`src/design/nps_pkg.sv`:
```
// shared types, constants and the piece lookup for the nine-patch slicer
// no dependencies; every design file imports this package
package nps_pkg;

    localparam int COORD_BITS = 16;
    localparam int INSET_BITS = 15;
    // working width: holds a coordinate difference and a sum of two insets exactly
    localparam int CALC_W = ((COORD_BITS > INSET_BITS + 1) ? COORD_BITS : INSET_BITS + 1) + 2;

    localparam int QUEUE_DEPTH = 2;
    localparam int QPTR_W = (QUEUE_DEPTH > 1) ? $clog2(QUEUE_DEPTH) : 1;
    localparam int QCNT_W = $clog2(QUEUE_DEPTH + 1);

    localparam int SLOTS = 10;
    localparam int SLOT_W = 4;

    typedef logic signed [COORD_BITS-1:0] coord_t;
    typedef logic [INSET_BITS-1:0] dim_t;
    typedef logic signed [CALC_W-1:0] calc_t;
    typedef logic [SLOTS-1:0] slot_mask_t;
    typedef logic [SLOT_W-1:0] slot_t;
    typedef logic [3:0] piece_t;
    typedef logic [1:0] edge_sel_t;

    // configuration register indexes
    localparam logic [2:0] REG_DST_LEFT   = 3'd0;
    localparam logic [2:0] REG_DST_RIGHT  = 3'd1;
    localparam logic [2:0] REG_DST_TOP    = 3'd2;
    localparam logic [2:0] REG_DST_BOTTOM = 3'd3;
    localparam logic [2:0] REG_SRC_LEFT   = 3'd4;
    localparam logic [2:0] REG_SRC_RIGHT  = 3'd5;
    localparam logic [2:0] REG_SRC_TOP    = 3'd6;
    localparam logic [2:0] REG_SRC_BOTTOM = 3'd7;

    typedef struct packed {
        dim_t dst_left;
        dim_t dst_right;
        dim_t dst_top;
        dim_t dst_bottom;
        dim_t src_left;
        dim_t src_right;
        dim_t src_top;
        dim_t src_bottom;
    } insets_t;

    // piece codes, row-major over the 3x3 grid
    localparam piece_t PIECE_TL    = 4'd0;
    localparam piece_t PIECE_TC    = 4'd1;
    localparam piece_t PIECE_TR    = 4'd2;
    localparam piece_t PIECE_ML    = 4'd3;
    localparam piece_t PIECE_MC    = 4'd4;
    localparam piece_t PIECE_MR    = 4'd5;
    localparam piece_t PIECE_BL    = 4'd6;
    localparam piece_t PIECE_BC    = 4'd7;
    localparam piece_t PIECE_BR    = 4'd8;
    localparam piece_t PIECE_WHOLE = 4'd9;

    // emission slots, lowest goes out first
    localparam slot_t SLOT_TL    = 4'd0;
    localparam slot_t SLOT_TR    = 4'd1;
    localparam slot_t SLOT_TC    = 4'd2;
    localparam slot_t SLOT_BL    = 4'd3;
    localparam slot_t SLOT_BR    = 4'd4;
    localparam slot_t SLOT_BC    = 4'd5;
    localparam slot_t SLOT_ML    = 4'd6;
    localparam slot_t SLOT_MR    = 4'd7;
    localparam slot_t SLOT_MC    = 4'd8;
    localparam slot_t SLOT_WHOLE = 4'd9;

    // grid edge indexes: outer edge, inner edge, inner edge, outer edge
    localparam edge_sel_t EDGE_0 = 2'd0;
    localparam edge_sel_t EDGE_1 = 2'd1;
    localparam edge_sel_t EDGE_2 = 2'd2;
    localparam edge_sel_t EDGE_3 = 2'd3;

    typedef struct packed {
        coord_t [3:0] tcol;
        coord_t [3:0] trow;
        coord_t [3:0] scol;
        coord_t [3:0] srow;
        slot_mask_t   mask;
    } entry_t;

    typedef struct packed {
        logic empty;
        logic full;
    } q_stat_t;

    typedef struct packed {
        edge_sel_t col_lo;
        edge_sel_t col_hi;
        edge_sel_t row_lo;
        edge_sel_t row_hi;
        piece_t    piece;
    } slot_info_t;

    function automatic slot_info_t slot_info(input slot_t slot);
        slot_info_t info;
        case (slot)
            SLOT_TL:    info = '{EDGE_0, EDGE_1, EDGE_0, EDGE_1, PIECE_TL};
            SLOT_TR:    info = '{EDGE_2, EDGE_3, EDGE_0, EDGE_1, PIECE_TR};
            SLOT_TC:    info = '{EDGE_1, EDGE_2, EDGE_0, EDGE_1, PIECE_TC};
            SLOT_BL:    info = '{EDGE_0, EDGE_1, EDGE_2, EDGE_3, PIECE_BL};
            SLOT_BR:    info = '{EDGE_2, EDGE_3, EDGE_2, EDGE_3, PIECE_BR};
            SLOT_BC:    info = '{EDGE_1, EDGE_2, EDGE_2, EDGE_3, PIECE_BC};
            SLOT_ML:    info = '{EDGE_0, EDGE_1, EDGE_1, EDGE_2, PIECE_ML};
            SLOT_MR:    info = '{EDGE_2, EDGE_3, EDGE_1, EDGE_2, PIECE_MR};
            SLOT_MC:    info = '{EDGE_1, EDGE_2, EDGE_1, EDGE_2, PIECE_MC};
            default:    info = '{EDGE_0, EDGE_3, EDGE_0, EDGE_3, PIECE_WHOLE};
        endcase
        return info;
    endfunction

endpackage

```
`src/design/nps_front.sv`:
```
// front end: classifies an incoming item and forms all grid edges
// depends on nps_pkg
module nps_front (
    input  nps_pkg::coord_t  rect_left,
    input  nps_pkg::coord_t  rect_top,
    input  nps_pkg::coord_t  rect_right,
    input  nps_pkg::coord_t  rect_bottom,
    input  nps_pkg::dim_t    image_width,
    input  nps_pkg::dim_t    image_height,
    input  nps_pkg::insets_t insets,
    output nps_pkg::entry_t  entry
);
    import nps_pkg::*;

    calc_t x_e, y_e, r_e, b_e, ws_e, hs_e;
    calc_t ld_e, rd_e, td_e, bd_e, ls_e, rs_e, ts_e, bs_e;
    calc_t wd, hd;
    logic  fallback;
    logic  use_l, use_r, use_t, use_b;

    function automatic calc_t sx(input coord_t v);
        return {{(CALC_W-COORD_BITS){v[COORD_BITS-1]}}, v};
    endfunction

    function automatic calc_t zx(input dim_t v);
        return {{(CALC_W-INSET_BITS){1'b0}}, v};
    endfunction

    function automatic coord_t wrap(input calc_t v);
        return v[COORD_BITS-1:0];
    endfunction

    always_comb
    begin
        x_e  = sx(rect_left);
        y_e  = sx(rect_top);
        r_e  = sx(rect_right);
        b_e  = sx(rect_bottom);
        ws_e = zx(image_width);
        hs_e = zx(image_height);
        ld_e = zx(insets.dst_left);
        rd_e = zx(insets.dst_right);
        td_e = zx(insets.dst_top);
        bd_e = zx(insets.dst_bottom);
        ls_e = zx(insets.src_left);
        rs_e = zx(insets.src_right);
        ts_e = zx(insets.src_top);
        bs_e = zx(insets.src_bottom);

        wd = r_e - x_e;
        hd = b_e - y_e;
        // too small for its borders, inverted rectangles included
        fallback = (wd < ld_e + rd_e) || (hd < td_e + bd_e) ||
                   (ws_e < ls_e + rs_e) || (hs_e < ts_e + bs_e);

        use_l = (insets.dst_left != '0) && (insets.src_left != '0);
        use_r = (insets.dst_right != '0) && (insets.src_right != '0);
        use_t = (insets.dst_top != '0) && (insets.src_top != '0);
        use_b = (insets.dst_bottom != '0) && (insets.src_bottom != '0);

        entry.tcol[EDGE_0] = rect_left;
        entry.tcol[EDGE_1] = wrap(x_e + ld_e);
        entry.tcol[EDGE_2] = wrap(r_e - rd_e);
        entry.tcol[EDGE_3] = rect_right;
        entry.trow[EDGE_0] = rect_top;
        entry.trow[EDGE_1] = wrap(y_e + td_e);
        entry.trow[EDGE_2] = wrap(b_e - bd_e);
        entry.trow[EDGE_3] = rect_bottom;
        entry.scol[EDGE_0] = '0;
        entry.scol[EDGE_1] = wrap(ls_e);
        entry.scol[EDGE_2] = wrap(ws_e - rs_e);
        entry.scol[EDGE_3] = wrap(ws_e);
        entry.srow[EDGE_0] = '0;
        entry.srow[EDGE_1] = wrap(ts_e);
        entry.srow[EDGE_2] = wrap(hs_e - bs_e);
        entry.srow[EDGE_3] = wrap(hs_e);

        entry.mask = '0;
        if (fallback)
        begin
            entry.mask[SLOT_WHOLE] = 1'b1;
        end
        else
        begin
            entry.mask[SLOT_TL] = use_t & use_l;
            entry.mask[SLOT_TR] = use_t & use_r;
            entry.mask[SLOT_TC] = use_t;
            entry.mask[SLOT_BL] = use_b & use_l;
            entry.mask[SLOT_BR] = use_b & use_r;
            entry.mask[SLOT_BC] = use_b;
            entry.mask[SLOT_ML] = use_l;
            entry.mask[SLOT_MR] = use_r;
            entry.mask[SLOT_MC] = 1'b1;
        end
    end

endmodule

```
`src/design/nps_queue.sv`:
```
// short item queue between the front and back ends
// depends on nps_pkg
module nps_queue (
    input  logic             clk,
    input  logic             rst_n,
    input  logic             push,
    input  nps_pkg::entry_t  push_entry,
    input  logic             pop,
    output nps_pkg::entry_t  head,
    output nps_pkg::q_stat_t stat
);
    import nps_pkg::*;

    entry_t              store_reg [QUEUE_DEPTH];
    logic [QPTR_W-1:0]   wr_ptr_reg, wr_ptr_next;
    logic [QPTR_W-1:0]   rd_ptr_reg, rd_ptr_next;
    logic [QCNT_W-1:0]   count_reg, count_next;

    function automatic logic [QPTR_W-1:0] bump(input logic [QPTR_W-1:0] p);
        if (p == QPTR_W'(QUEUE_DEPTH - 1))
        begin
            return '0;
        end
        return p + 1'b1;
    endfunction

    always_comb
    begin
        wr_ptr_next = push ? bump(wr_ptr_reg) : wr_ptr_reg;
        rd_ptr_next = pop ? bump(rd_ptr_reg) : rd_ptr_reg;
        count_next  = count_reg;
        if (push && !pop)
        begin
            count_next = count_reg + 1'b1;
        end
        else if (pop && !push)
        begin
            count_next = count_reg - 1'b1;
        end
    end

    always_ff @(posedge clk or negedge rst_n)
    begin
        if (!rst_n)
        begin
            wr_ptr_reg <= '0;
            rd_ptr_reg <= '0;
            count_reg  <= '0;
        end
        else
        begin
            wr_ptr_reg <= wr_ptr_next;
            rd_ptr_reg <= rd_ptr_next;
            count_reg  <= count_next;
        end
    end

    always_ff @(posedge clk)
    begin
        if (push)
        begin
            store_reg[wr_ptr_reg] <= push_entry;
        end
    end

    assign head       = store_reg[rd_ptr_reg];
    assign stat.empty = (count_reg == '0);
    assign stat.full  = (count_reg == QCNT_W'(QUEUE_DEPTH));

endmodule

```
`src/design/nps_back.sv`:
```
// back end: walks the pieces of one item and drives one command per cycle while out_stall is low
// depends on nps_pkg
module nps_back (
    input  logic             clk,
    input  logic             rst_n,
    input  nps_pkg::entry_t  head,
    input  nps_pkg::q_stat_t q_stat,
    output logic             pop,
    output logic             busy,
    output logic             out_valid,
    input  logic             out_stall,
    output nps_pkg::coord_t  target_left,
    output nps_pkg::coord_t  target_top,
    output nps_pkg::coord_t  target_right,
    output nps_pkg::coord_t  target_bottom,
    output nps_pkg::coord_t  source_left,
    output nps_pkg::coord_t  source_top,
    output nps_pkg::coord_t  source_right,
    output nps_pkg::coord_t  source_bottom,
    output nps_pkg::piece_t  piece,
    output logic             last
);
    import nps_pkg::*;

    entry_t     cur_reg;
    slot_mask_t mask_reg, mask_next;
    slot_mask_t rest;
    slot_t      slot;
    slot_info_t info;
    logic       adv, emit;
    logic       out_valid_reg, out_valid_next;
    coord_t     tl_reg, tt_reg, tr_reg, tb_reg;
    coord_t     sl_reg, st_reg, sr_reg, sb_reg;
    piece_t     piece_reg;
    logic       last_reg;

    always_comb
    begin
        slot = '0;
        for (int i = SLOTS - 1; i >= 0; i--)
        begin
            if (mask_reg[i])
            begin
                slot = SLOT_W'(i);
            end
        end
        info = slot_info(slot);
        // drop the lowest pending slot
        rest = mask_reg & (mask_reg - 1'b1);

        busy = (mask_reg != '0);
        adv  = !out_valid_reg || !out_stall;
        emit = adv && busy;
        pop  = !q_stat.empty && (!busy || (emit && rest == '0));

        mask_next = mask_reg;
        if (pop)
        begin
            mask_next = head.mask;
        end
        else if (emit)
        begin
            mask_next = rest;
        end
        out_valid_next = adv ? emit : out_valid_reg;
    end

    always_ff @(posedge clk or negedge rst_n)
    begin
        if (!rst_n)
        begin
            mask_reg      <= '0;
            out_valid_reg <= 1'b0;
        end
        else
        begin
            mask_reg      <= mask_next;
            out_valid_reg <= out_valid_next;
        end
    end

    always_ff @(posedge clk)
    begin
        if (pop)
        begin
            cur_reg <= head;
        end
        if (emit)
        begin
            tl_reg    <= cur_reg.tcol[info.col_lo];
            tr_reg    <= cur_reg.tcol[info.col_hi];
            tt_reg    <= cur_reg.trow[info.row_lo];
            tb_reg    <= cur_reg.trow[info.row_hi];
            sl_reg    <= cur_reg.scol[info.col_lo];
            sr_reg    <= cur_reg.scol[info.col_hi];
            st_reg    <= cur_reg.srow[info.row_lo];
            sb_reg    <= cur_reg.srow[info.row_hi];
            piece_reg <= info.piece;
            last_reg  <= (rest == '0);
        end
    end

    assign out_valid     = out_valid_reg;
    assign target_left   = tl_reg;
    assign target_top    = tt_reg;
    assign target_right  = tr_reg;
    assign target_bottom = tb_reg;
    assign source_left   = sl_reg;
    assign source_top    = st_reg;
    assign source_right  = sr_reg;
    assign source_bottom = sb_reg;
    assign piece         = piece_reg;
    assign last          = last_reg;

endmodule

```
`src/design/nine_patch_slicer.sv`:
```
// an item passes through the queue, the back end's current-item register and its output register
// throughput: one command per cycle while out_stall is low; an item gives 1 to 9 commands,
// one per drawn piece; the queue holds 2 classified items
// reset: insets clear to 0, queue and output empty
// depends on nps_pkg, nps_front, nps_queue, nps_back
module nine_patch_slicer (
    input  logic                 clk,
    input  logic                 rst_n,
    input  logic                 cfg_we,
    input  logic [2:0]           cfg_index,
    input  logic [14:0]          cfg_data,
    input  logic                 in_valid,
    output logic                 in_stall,
    input  nps_pkg::coord_t      rect_left,
    input  nps_pkg::coord_t      rect_top,
    input  nps_pkg::coord_t      rect_right,
    input  nps_pkg::coord_t      rect_bottom,
    input  nps_pkg::dim_t        image_width,
    input  nps_pkg::dim_t        image_height,
    output logic                 out_valid,
    input  logic                 out_stall,
    output nps_pkg::coord_t      target_left,
    output nps_pkg::coord_t      target_top,
    output nps_pkg::coord_t      target_right,
    output nps_pkg::coord_t      target_bottom,
    output nps_pkg::coord_t      source_left,
    output nps_pkg::coord_t      source_top,
    output nps_pkg::coord_t      source_right,
    output nps_pkg::coord_t      source_bottom,
    output nps_pkg::piece_t      piece,
    output logic                 last
);
    import nps_pkg::*;

    insets_t insets_reg, insets_next;
    entry_t  front_entry, head;
    q_stat_t q_stat;
    logic    push, pop, busy;

    always_comb
    begin
        insets_next = insets_reg;
        if (cfg_we)
        begin
            case (cfg_index)
                REG_DST_LEFT:   insets_next.dst_left   = cfg_data;
                REG_DST_RIGHT:  insets_next.dst_right  = cfg_data;
                REG_DST_TOP:    insets_next.dst_top    = cfg_data;
                REG_DST_BOTTOM: insets_next.dst_bottom = cfg_data;
                REG_SRC_LEFT:   insets_next.src_left   = cfg_data;
                REG_SRC_RIGHT:  insets_next.src_right  = cfg_data;
                REG_SRC_TOP:    insets_next.src_top    = cfg_data;
                REG_SRC_BOTTOM: insets_next.src_bottom = cfg_data;
                default:        insets_next = insets_reg;
            endcase
        end
    end

    always_ff @(posedge clk or negedge rst_n)
    begin
        if (!rst_n)
        begin
            insets_reg <= '0;
        end
        else
        begin
            insets_reg <= insets_next;
        end
    end

    assign in_stall = q_stat.full;
    assign push     = in_valid && !q_stat.full;

    nps_front u_front (
        .rect_left    (rect_left),
        .rect_top     (rect_top),
        .rect_right   (rect_right),
        .rect_bottom  (rect_bottom),
        .image_width  (image_width),
        .image_height (image_height),
        .insets       (insets_reg),
        .entry        (front_entry)
    );

    nps_queue u_queue (
        .clk        (clk),
        .rst_n      (rst_n),
        .push       (push),
        .push_entry (front_entry),
        .pop        (pop),
        .head       (head),
        .stat       (q_stat)
    );

    nps_back u_back (
        .clk           (clk),
        .rst_n         (rst_n),
        .head          (head),
        .q_stat        (q_stat),
        .pop           (pop),
        .busy          (busy),
        .out_valid     (out_valid),
        .out_stall     (out_stall),
        .target_left   (target_left),
        .target_top    (target_top),
        .target_right  (target_right),
        .target_bottom (target_bottom),
        .source_left   (source_left),
        .source_top    (source_top),
        .source_right  (source_right),
        .source_bottom (source_bottom),
        .piece         (piece),
        .last          (last)
    );

    // the whole-image command is always the only one of its item
    a_whole_is_last: assert property (@(posedge clk) disable iff (!rst_n)
        out_valid && piece == PIECE_WHOLE |-> last)
        else $error("whole-image command without last");

    // a waiting item is picked up by an idle back end on the next edge
    a_queue_drains: assert property (@(posedge clk) disable iff (!rst_n)
        !q_stat.empty && !busy |=> busy)
        else $error("back end idle while queue holds an item");

    // a new command only appears when the back end had pieces pending
    a_out_from_work: assert property (@(posedge clk) disable iff (!rst_n)
        !out_valid ##1 out_valid |-> $past(busy))
        else $error("command emitted with no pending piece");

endmodule

```
`config.mk`:
```
export PLATFORM = sky130hd
export DESIGN_NAME = nine_patch_slicer
export DESIGN_NICKNAME = d
export VERILOG_FILES = /design/src/design/nps_pkg.sv /design/src/design/nps_front.sv /design/src/design/nps_queue.sv /design/src/design/nps_back.sv /design/src/design/nine_patch_slicer.sv
export SDC_FILE = /design/constraint.sdc
export NUM_CORES = 1
export LEC_CHECK = 0
export ABC_AREA = 1
export BUFFER_PORTS_ARGS = -buffer_cell sky130_fd_sc_hd__buf_4
export CAP_MARGIN = 20
export CORE_MARGIN = 2
export CORE_UTILIZATION = 50
export CTS_CLUSTER_SIZE = 16
export DETAILED_ROUTE_END_ITERATION = 6
export PLACE_DENSITY = 0.67
export RECOVER_POWER = 100
export SLEW_MARGIN = 15
export SYNTH_ARGS = -nofsm -noshare
export SYNTH_HDL_FRONTEND = slang
export SYNTH_SLANG_ARGS = --single-unit
```
`constraint.sdc`:
```
create_clock -name clk -period 29.8 [get_ports clk]
set_input_delay 0 -clock clk [delete_from_list [all_inputs] [get_ports clk]]
set_output_delay 0 -clock clk [all_outputs]
set_load 0.1 [all_outputs]
```
==> qor.yml <==
setup_viol: 0
fin_skew_ns: 0.0393
status: "finished, violations left"
synth_edf_count: 813
max_clock_freq_ghz: 0.0819
leakagePower_nw: 21.0
wire_per_inst_um: 19.5
via_count: 31300
max_slew_margin_pct: -575
fin_util_pct: 57.6
seq_area_frac_synth_pct: 61.8
dieArea_um2: 92400
rows: 110
dp_cells: 5495
reg2reg_to: "u_queue.store_reg[0][222]"
final.period_utilization_pct: 41.0
antenna_found_initial: 5
p_total_mw: 4.33
grt_usage_pct: 24.4
ys_ff_latch: 948
first_pass_iters: 5
ys.flop_type: "edfxtp_1"
ios: 252
die_w_um: 304
drt_iter0_drc: 2643
detail_route.wirelength_um: 114000
dieHeight_um: 304
peakVddDrop_mv: 0.0515
drive_gt1_share_pct: 4.61
p_sw_share_pct: 34.1
syn_area_per_cell_um2: 10.8
cp-start-kind: "flip-flop"
synth_nets: 4558
whs_path_depth: 4
ys_warn_count: 0
cts_buffers: 95
worstSetupEndpointType: "flip-flop"
min_path_type: "in -> reg"
cts-root-buf: "clkbuf_16"
crit_type: "reg -> reg"
start_util_pct: 50.2
finalHoldViolCount: 0
p_clk_share_pct: 28.1
area_growth_pct: 14.6
max-clock-path-buffers: 3
final_cell_mix: "1121 x nand2_1, 813 x edfxtp_1, 380 x o21ai_0"
ff2ff_setup_slack_ns: 17.59
cts_sinks: 948
critPathArrivalTime_ns: 12.41
post_cts_buffers: 0
critPathLaunch: "u_queue.count_reg[1]"
comb_power_share_pct: 27.5
finalWeightedCongestion: 0.885
violations: "capacitance limit, slew limit"
insertion_delay_ns: 0.68
synth_top_area_share_pct: 54.3
grt_pass1_vias: 30100
r2r_start: "u_queue.count_reg[1]"
seq_power_share_pct: 44.3
fin_tns_setup_ns: 0
p_sw_mw: 1.48
port_buffers: 251
largest_register_ffs: 460
drv_slew: 1639
ys_types: 47
internal_power_mw: 2.85
synth_area_leaders: "edfxtp_1 54%, nand2_1 9.3%, dfrtp_1 7.5%"
syn-cell-area_um2: 45000
final_common_cell: "nand2_1"
synthCells: 4182
rr_worst_depth: 5
h-tree-depth: 3
rsz0062_at_grt: "false"
grt_max_degree: 165
cts.clk_slew.worst_paths_ns: 0.06
dp_hpwl_um: 77000
yosysTopAreaCell: "edfxtp_1"
cts-hold-fix-buffers: 143
cts_tree: "yes"
crit_fanout: 137
p_per_area_nw_per_um2: 83.9
fin_nets: 4936
viasPerCell: 5.38
required_ns: 29.99
fin_cells: 5821
globalRouteOverflowTotal: 0
grt_first_pass_wirelength_um: 174000
core_um2: 89600
setup.worst_path.end: "u_queue.store_reg[0][222]"
postSynth.asyncResetShare_pct: 14.2
period_needed_ns: 12.22
post-route-drc-count: 0
tightest_slew_ns: 10.13
ant_nets: 0
drv_cap: 25
cts_resized: 0
==> how the worst min path moves through the flow <==
stage	start	end
3_5_place_dp	rst_n	insets_reg[99]
4_1_cts	cfg_index[2]	insets_reg[0]
2_1_floorplan	rst_n	insets_reg[0]
5_1_grt	cfg_index[2]	insets_reg[71]
3_3_place_gp	rst_n	insets_reg[99]
6_report	cfg_index[2]	insets_reg[71]
==> power groups by stage <==
| stage | registers (mW) | clock network [mW] | logic [mW] |
|---|---|---|---|
| floorplan | 2.14 | 0 | 0.690 |
| finish | 1.92 | 1.22 | 1.19 |
| global route | 1.94 | 1.29 | 1.33 |
| global placement | 1.90 | 0 | 1.18 |
| CTS | 1.88 | 1.24 | 1.23 |
| detailed placement | 1.90 | 0 | 1.20 |
==> worst max-delay path, stage by stage, from the launching register on <==
cell,delay (ns)
dfrtp_1,0.40
inv_1,0.17
o21ai_0,0.21
nor2_1,1.94
clkbuf_1,5.94
clkbuf_1,2.96
==> metrics by stage <==
step	hold slack [ns]	cell area (µm²)	setup WS, ns
6_report	0.0478	51600	17.59
4_1_cts	0.0187	52600	25.31
3_3_place_gp	0.108	48000	25.47
5_1_grt	0.0616	51600	16.52
2_1_floorplan	-0.296	45000	18.82
3_5_place_dp	0.115	48000	25.33
==> synthesized netlist by cell type (40+ instances only) <==
cell,count
dfrtp_1,135
clkbuf_1,95
nor3_1,40
inv_1,322
xnor2_1,59
xor2_1,98
o22ai_1,62
edfxtp_1,813
nand3_1,77
a21oi_1,193
nand2_1,1118
o21ai_0,354
ha_1,247
nor2_1,276
==> cell families (layout without fill, tap and decap cells) <==
| family | after synthesis | after routing | share of synthesized area (%) |
|---|---|---|---|
| fa+ha+maj | 259 | 259 | 7.40 |
| other cells | 0 | 2 | 0 |
| xor+xnor | 157 | 157 | 3.06 |
| compound gates | 754 | 754 | 9.33 |
| simple gates | 1597 | 1597 | 14.3 |
| mux | 1 | 1 | 0.0222 |
| buf+inv | 466 | 927 | 4.17 |
| flops | 948 | 948 | 61.8 |
==> routing by layer <==
layer | vias to the layer above | routed length (µm) | GRT usage [%]
li1 | 15200 | - | -
met1 | 14900 | 50700 | 34.4
met2 | 1003 | 51200 | 38.0
met3 | 202 | 7480 | 4.14
met4 | 2 | 4180 | 9.56
met5 | - | 18 | 0
==> cell type report <==
type	count	area, µm²
clock buffers	118	2510
inverters	332	1250
multi-input cells	2768	15300
flip-flops and latches	948	27800
fillers	7574	38000
well taps	1176	1470
clock inverters	62	693
repair buffers	415	2530
diodes	2	5.00
Power figures use the tool's default switching activity.
